$ cat src/rtl/wsd_pkg.sv
// shared types and constants for the websocket frame deframer
package wsd_pkg;

    localparam int unsigned BYTE_W = 8;
    localparam int unsigned LEN_W  = 64;
    localparam int unsigned KEY_W  = 32;

    // error codes
    typedef enum logic [1:0] {
        ERR_NONE   = 2'd0,
        ERR_PROTO  = 2'd1,
        ERR_OPCODE = 2'd2,
        ERR_BIG    = 2'd3
    } wsd_err_t;

    // configuration register indexes
    localparam logic CFG_EXPECT_MASKED = 1'b0;
    localparam logic CFG_MAX_LENGTH    = 1'b1;

    localparam logic [LEN_W-1:0] MAX_LENGTH_RESET = LEN_W'(65536);

    // one result of the parser
    typedef struct packed {
        logic [BYTE_W-1:0] out_byte;
        logic              is_payload;
        logic              header_done;
        logic              frame_done;
        logic              fin_flag;
        logic [3:0]        frame_opcode;
        logic [LEN_W-1:0]  payload_length;
        wsd_err_t          error_status;
    } wsd_result_t;

endpackage

$ cat src/rtl/wsd_parser.sv
// frame header walker, length checks and payload unmasking, one byte per cycle while step is high
module wsd_parser
    import wsd_pkg::*;
(
    input  logic               aclk,
    input  logic               aresetn,
    input  logic               step,
    input  logic [BYTE_W-1:0]  in_byte,
    input  logic               expect_masked,
    input  logic [LEN_W-1:0]   max_length,
    output wsd_result_t        result
);

    typedef enum logic [2:0] {
        ST_FLAGS   = 3'd0,
        ST_LEN     = 3'd1,
        ST_EXTLEN  = 3'd2,
        ST_KEY     = 3'd3,
        ST_PAYLOAD = 3'd4
    } stage_t;

    localparam logic [6:0] CODE_EXT16   = 7'd126;
    localparam logic [6:0] CODE_EXT64   = 7'd127;
    localparam logic [6:0] CODE_CTL_MAX = 7'd125;

    stage_t            stage_reg, stage_next;
    logic [LEN_W-1:0]  bytes_left_reg, bytes_left_next;
    logic [LEN_W-1:0]  accum_reg, accum_next;
    logic [KEY_W-1:0]  key_reg, key_next;
    logic [1:0]        key_idx_reg, key_idx_next;
    logic              fin_reg, fin_next;
    logic [3:0]        opcode_reg, opcode_next;
    logic [LEN_W-1:0]  length_reg, length_next;
    wsd_err_t          err_reg, err_next;

    logic              do_finish;
    logic [LEN_W-1:0]  fin_len;
    logic [LEN_W-1:0]  accum_shift;
    logic [6:0]        code;
    logic [BYTE_W-1:0] key_byte;
    logic [BYTE_W-1:0] data;
    logic              payload, hdr, fend;

    assign code        = in_byte[6:0];
    assign accum_shift = {accum_reg[LEN_W-BYTE_W-1:0], in_byte};

    always_comb begin
        case (key_idx_reg)
            2'd0:    key_byte = key_reg[31:24];
            2'd1:    key_byte = key_reg[23:16];
            2'd2:    key_byte = key_reg[15:8];
            default: key_byte = key_reg[7:0];
        endcase
    end

    always_comb begin
        stage_next      = stage_reg;
        bytes_left_next = bytes_left_reg;
        accum_next      = accum_reg;
        key_next        = key_reg;
        key_idx_next    = key_idx_reg;
        fin_next        = fin_reg;
        opcode_next     = opcode_reg;
        length_next     = length_reg;
        err_next        = err_reg;
        do_finish       = 1'b0;
        fin_len         = '0;
        data            = '0;
        payload         = 1'b0;
        hdr             = 1'b0;
        fend            = 1'b0;

        if (err_reg == ERR_NONE) begin
            unique case (stage_reg)
                ST_LEN: begin
                    if (in_byte[7] != expect_masked) begin
                        err_next = ERR_PROTO;
                    end else if (opcode_reg[3] && code > CODE_CTL_MAX) begin
                        err_next = ERR_BIG;
                    end else if (code == CODE_EXT64 || code == CODE_EXT16) begin
                        bytes_left_next = (code == CODE_EXT64) ? LEN_W'(8) : LEN_W'(2);
                        accum_next      = '0;
                        stage_next      = ST_EXTLEN;
                    end else begin
                        length_next = LEN_W'(code);
                        fin_len     = LEN_W'(code);
                        do_finish   = 1'b1;
                    end
                end
                ST_EXTLEN: begin
                    accum_next      = accum_shift;
                    bytes_left_next = bytes_left_reg - LEN_W'(1);
                    if (bytes_left_reg == LEN_W'(1)) begin
                        length_next = accum_shift;
                        accum_next  = '0;
                        fin_len     = accum_shift;
                        do_finish   = 1'b1;
                    end
                end
                ST_KEY: begin
                    key_next = {key_reg[KEY_W-BYTE_W-1:0], in_byte};
                    if (key_idx_reg == 2'd3) begin
                        key_idx_next    = 2'd0;
                        bytes_left_next = length_reg;
                        hdr             = 1'b1;
                        if (length_reg == '0) begin
                            stage_next = ST_FLAGS;
                            fend       = 1'b1;
                        end else begin
                            stage_next = ST_PAYLOAD;
                        end
                    end else begin
                        key_idx_next = key_idx_reg + 2'd1;
                    end
                end
                ST_PAYLOAD: begin
                    data            = in_byte ^ key_byte;
                    payload         = 1'b1;
                    key_idx_next    = key_idx_reg + 2'd1;
                    bytes_left_next = bytes_left_reg - LEN_W'(1);
                    if (bytes_left_reg == LEN_W'(1)) begin
                        stage_next = ST_FLAGS;
                        fend       = 1'b1;
                    end
                end
                default: begin
                    // flag byte, also covers the unused stage codes
                    fin_next        = in_byte[7];
                    opcode_next     = in_byte[3:0];
                    length_next     = '0;
                    key_next        = '0;
                    key_idx_next    = 2'd0;
                    bytes_left_next = '0;
                    accum_next      = '0;
                    stage_next      = ST_FLAGS;
                    if (in_byte[6:4] != 3'b000) begin
                        err_next = ERR_PROTO;
                    end else if (in_byte[3:0] >= 4'd3 && in_byte[3:0] <= 4'd7) begin
                        err_next = ERR_OPCODE;
                    end else if (in_byte[3:0] >= 4'd11) begin
                        err_next = ERR_PROTO;
                    end else if (!in_byte[7] && in_byte[3]) begin
                        err_next = ERR_PROTO;
                    end else begin
                        stage_next = ST_LEN;
                    end
                end
            endcase

            // header complete: length limit, then key or payload
            if (do_finish) begin
                if (fin_len > max_length) begin
                    err_next = ERR_BIG;
                end else if (expect_masked) begin
                    stage_next   = ST_KEY;
                    key_idx_next = 2'd0;
                    key_next     = '0;
                end else begin
                    bytes_left_next = fin_len;
                    hdr             = 1'b1;
                    if (fin_len == '0) begin
                        stage_next = ST_FLAGS;
                        fend       = 1'b1;
                    end else begin
                        stage_next = ST_PAYLOAD;
                    end
                end
            end
        end
    end

    always_comb begin
        result.out_byte       = data;
        result.is_payload     = payload;
        result.header_done    = hdr;
        result.frame_done     = fend;
        result.fin_flag       = fin_next;
        result.frame_opcode   = opcode_next;
        result.payload_length = length_next;
        result.error_status   = err_next;
    end

    always_ff @(posedge aclk) begin
        if (!aresetn) begin
            stage_reg      <= ST_FLAGS;
            bytes_left_reg <= '0;
            accum_reg      <= '0;
            key_reg        <= '0;
            key_idx_reg    <= 2'd0;
            fin_reg        <= 1'b0;
            opcode_reg     <= '0;
            length_reg     <= '0;
            err_reg        <= ERR_NONE;
        end else if (step) begin
            stage_reg      <= stage_next;
            bytes_left_reg <= bytes_left_next;
            accum_reg      <= accum_next;
            key_reg        <= key_next;
            key_idx_reg    <= key_idx_next;
            fin_reg        <= fin_next;
            opcode_reg     <= opcode_next;
            length_reg     <= length_next;
            err_reg        <= err_next;
        end
    end

endmodule

$ cat src/rtl/websocket_frame_deframer.sv
// websocket frame deframer top level: configuration registers and result register
// Takes one received byte per request and gives one result per byte, one per clock
// cycle sustained while m_ready stays high; a result appears on the m_ side in the
// cycle after its byte is accepted and is held in an output register, so a new byte
// is taken while the previous result is being taken. The cycle time is set by the
// state update, whose longest path is the 64-bit extended length shift followed by
// the 64-bit compare against max_length. Configuration writes are taken at once.
module websocket_frame_deframer
    import wsd_pkg::*;
(
    input  logic               aclk,
    input  logic               aresetn,
    input  logic               cfg_wr_en,
    input  logic               cfg_index,
    input  logic [LEN_W-1:0]   cfg_wr_data,
    input  logic               s_valid,
    output logic               s_ready,
    input  logic [BYTE_W-1:0]  s_in_byte,
    output logic               m_valid,
    input  logic               m_ready,
    output logic [BYTE_W-1:0]  m_out_byte,
    output logic               m_is_payload,
    output logic               m_header_done,
    output logic               m_frame_done,
    output logic               m_fin_flag,
    output logic [3:0]         m_frame_opcode,
    output logic [LEN_W-1:0]   m_payload_length,
    output logic [1:0]         m_error_status
);

    logic             expect_masked_reg;
    logic [LEN_W-1:0] max_length_reg;
    logic             m_valid_reg;
    wsd_result_t      res_reg;
    wsd_result_t      res_comb;
    logic             accept;

    assign s_ready = !m_valid_reg || m_ready;
    assign accept  = s_valid && s_ready;

    wsd_parser u_parser (
        .aclk          (aclk),
        .aresetn       (aresetn),
        .step          (accept),
        .in_byte       (s_in_byte),
        .expect_masked (expect_masked_reg),
        .max_length    (max_length_reg),
        .result        (res_comb)
    );

    always_ff @(posedge aclk) begin
        if (!aresetn) begin
            expect_masked_reg <= 1'b1;
            max_length_reg    <= MAX_LENGTH_RESET;
        end else if (cfg_wr_en) begin
            unique case (cfg_index)
                CFG_EXPECT_MASKED: expect_masked_reg <= cfg_wr_data[0];
                CFG_MAX_LENGTH:    max_length_reg    <= cfg_wr_data;
                default:           ;
            endcase
        end
    end

    always_ff @(posedge aclk) begin
        if (!aresetn) begin
            m_valid_reg <= 1'b0;
        end else if (accept) begin
            m_valid_reg <= 1'b1;
        end else if (m_ready) begin
            m_valid_reg <= 1'b0;
        end
    end

    // payload register, no reset needed
    always_ff @(posedge aclk) begin
        if (accept) begin
            res_reg <= res_comb;
        end
    end

    assign m_valid          = m_valid_reg;
    assign m_out_byte       = res_reg.out_byte;
    assign m_is_payload     = res_reg.is_payload;
    assign m_header_done    = res_reg.header_done;
    assign m_frame_done     = res_reg.frame_done;
    assign m_fin_flag       = res_reg.fin_flag;
    assign m_frame_opcode   = res_reg.frame_opcode;
    assign m_payload_length = res_reg.payload_length;
    assign m_error_status   = res_reg.error_status;

endmodule

$ cat config.mk
export PLATFORM = sky130hd
export DESIGN_NAME = websocket_frame_deframer
export DESIGN_NICKNAME = d
export VERILOG_FILES = /design/src/rtl/wsd_pkg.sv /design/src/rtl/wsd_parser.sv /design/src/rtl/websocket_frame_deframer.sv
export SDC_FILE = /design/constraint.sdc
export NUM_CORES = 1
export LEC_CHECK = 0
export ABC_AREA = 1
export BUFFER_PORTS_ARGS = -buffer_cell sky130_fd_sc_hd__clkbuf_2
export CAP_MARGIN = 10
export CORE_UTILIZATION = 60
export CTS_BUF_LIST = sky130_fd_sc_hd__clkbuf_4 sky130_fd_sc_hd__clkbuf_8
export CTS_CLUSTER_DIAMETER = 80
export DETAILED_ROUTE_END_ITERATION = 16
export PLACE_DENSITY = 0.81
export REMOVE_ABC_BUFFERS = 1
export SYNTH_ARGS = -nofsm -noshare
export SYNTH_HDL_FRONTEND = slang
export SYNTH_HIERARCHICAL = 1
export SYNTH_SLANG_ARGS = --single-unit
export TNS_END_PERCENT = 10
$ cat constraint.sdc
create_clock -name aclk -period 22.1 [get_ports aclk]
set_clock_uncertainty 0.05 [all_clocks]
set_input_delay 4.42 -clock aclk [delete_from_list [all_inputs] [get_ports aclk]]
set_output_delay 4.42 -clock aclk [all_outputs]
set_load 0.01 [all_outputs]
==> impl_metrics.toml <==
[timing]
setup_viol = 0
max_clock_freq_mhz = 107
final_max_slew_viol_count = 0
final.setup.tns_ns = 0
whs_ns = 0.415
relSlewSlack_pct = 10.9
period_minus_slack_ns = 9.33
worst_slack_ns = 12.77
worst_pin_slew_ns = 1.33
grt_setup_unrepaired = "no"
hold_viol_final = 0
fin_crit_sh_pct = 42.2

[worst_setup_path]
crit_path_start = "s_in_byte[7]"
required_ns = 22.57
crit_fanout = 69
worstPathCellList = "clkbuf_2, inv_2, nand2_1, nand2_1, nor2_1, nand2_1, nand2_2, buf_4, nand2_2, ha_1, nand3_1, nor3_1, nand4_1, nand2_2, buf_4, nand3_4, nand2_1, nor2_1, nor2_1, nor2_1"
critPathLaunchType = "input pin"
critPathSlowestCell = "nand3_4"
crit_buf_inv = 4
endpoint_kind = "flop"
critPathTopFamily = "simple AND/OR/NAND/NOR gates"
criticalPathCategory = "in2reg"
critical_path.reg2reg.startpoint = "u_parser/bytes_left_reg[48]"
cp.arrival_ns = 9.80
slowest_delay_ns = 0.91

[run]
drv_cap = 0

[grt]
grt_use_total_pct = 37.8
grt_overflow_total = 0
grt_pass1_vias = 21500
antenna_found_initial = 1
grt_pass1_wl_mm = 115
grt_max_degree = 108

[final_layout]
diodes = 0
final_common_cell = "nand2_1"
final_area_um2 = 24700
drive_gt1_share_pct = 10.6
fillCellCount = 3251
fin_cells = 3974
syn2layout_area_growth_pct = 9.27
layout_common_cells = "nand2_1 (861), inv_1 (434), nor2_1 (429), dfxtp_1 (294), a21oi_1 (279)"
finalNetCount = 3601

[worst_hold_path]
hp-class = "reg2reg"
hp-start = "u_parser/key_reg[11]"

[clocking]
ctsHoldBuffers = 0
cts.clk_slew.worst_paths_ns = 0.06
clk_latency_ns = 0.64
cts_setup_buffers = 0
cts_resized = 0
cts_sinks = 376
cts_buffers = 67
htreeDepth = 3
cts_tree = "built"
clockRootBuffer = "clkbuf_8"
cts.path.max_buffers = 3

[pwr]
irDropWorstVdd_v = 0.0000532
power_leakage_nw = 10.6
power_density_nw_per_um2 = 74.7

[synthesis]
async_flop_share_pct = 0
ys_ff_latch = 376
synth-edff-count = 82
synth_cell_types = 55
ys.flop_type = "dfxtp_1"
seq_area_frac_synth_pct = 37.0
synth_top_cell_by_area = "dfxtp_1"
synthCells = 3391
synth_top_area_share_pct = 26.1
synth_area_leaders = "dfxtp_1 (26%), nand2_1 (14%), edfxtp_1 (11%), inv_1 (7.2%), nor2_1 (7.2%)"
synth_warnings = 6
netlist_area_um2 = 22600
avgSynthCellArea_um2 = 6.66

[floorplanning]
core_area_um2 = 36800
fp-row-count = 70
die-height_um = 196
ioPinCount = 162
die-area_um2 = 38400
initial_core_util_pct = 61.4
die_w_um = 196

[detailed_routing]
drt-initial-drc-count = 3094
dr.pass1.iters = 6
detail_route.wl_per_cell_um = 18.5
wl_mm = 73.6
viasPerCell = 5.95
vias = 23600
ant_nets = 0
drc = 0

[placed_design]
globalplace.congestion = 1.00
preCtsSetupSlack_ns = 12.41
dp_cells = 3852
placed_cell_area_um2 = 23300
port_buffers = 161
hpwlAfterDp_mm = 50.1

[outcome]
status = "completed"
## cell usage after synthesis (4+ instances only)
cell type  number
nand2_1       861
inv_1         434
nor2_1        432
dfxtp_1       294
a21oi_1       280
o21ai_0       218
nand3_1       127
clkbuf_1      104
nand4_1        88
edfxtp_1       82
ha_1           70
o22ai_1        70
buf_2          49
a22oi_1        30
xor2_1         23
o211ai_1       21
o21ai_2        20
nor3_1         19
buf_1          18
nor4_1         16
o221ai_1       14
nor2_2         12
buf_4           9
buf_6           8
nand2_2         8
a221oi_1        7
inv_2           7
o21bai_1        7
nor2_4          6
o21a_1          6
o31ai_1         6
a21o_1          5
or2_2           5
and3_1          4
o41ai_1         4
## stage by stage
stage	util (%)	power, mW
2_1_floorplan	-	1.04
6_report	67.1	1.84
4_1_cts	67.1	1.84
3_5_place_dp	63.4	1.17
5_1_grt	67.1	1.92
3_3_place_gp	63.4	1.17
## power by group
group	internal (mW)	switching, mW
logic	0.116	0.298
clock network	0.364	0.303
registers	0.737	0.0257
total	1.22	0.626
## final cells by class
type	instances	area [µm²]	area share, %
clock buffers	100	1250	5.07
well taps	468	586	2.37
multi-input cells	2383	11700	47.5
clock inverters	22	120	0.487
inverters	442	1670	6.75
repair buffers	183	973	3.94
flip-flops and latches	376	8350	33.8
## path summary, 6_finish.rpt
check / to / slack (ns) / depth (start not counted)
hold reg to reg: u_parser/key_reg[11] / 0.42 / 2
setup reg to reg: u_parser/bytes_left_reg[57] / 15.10 / 23
setup / recovery: u_parser/bytes_left_reg[57] / 12.77 / 20
hold / removal: u_parser/key_reg[11] / 0.42 / 2
## kinds of logic after synthesis
group | share of synthesized area, %
simple gates | 29.3
fa+ha+maj | 3.88
flops | 37.0
compound gates | 17.7
xor+xnor | 0.931
buf+inv | 11.3
## worst register-to-register path, cell delays in order (launching register included)
cell,delay [ns]
dfxtp_1,0.36
nor2_1,0.23
nand2_1,0.16
nor2_1,0.23
nand2_1,0.10
nor4_1,0.55
nand3_2,0.39
buf_4,0.42
inv_1,0.22
nand2_1,0.14
inv_1,0.08
ha_1,0.11
nand2_1,0.06
nor3_1,0.30
nand3_1,0.18
nor3_1,0.60
nand4_1,0.20
nand2_2,0.13
buf_4,0.64
nand3_4,0.93
nand2_1,0.52
nor2_1,0.09
nor2_1,0.13
nor2_1,0.05
## layer usage
layer	global-route usage, %	part of all wire [%]	vias to the layer above
li1	-	-	11200
met4	16.6	4.0	2
met2	56.8	43	1446
met3	8.72	12	203
met1	52.0	41	10800
met5	0	0.014	-
Power figures use the tool's default switching activity.
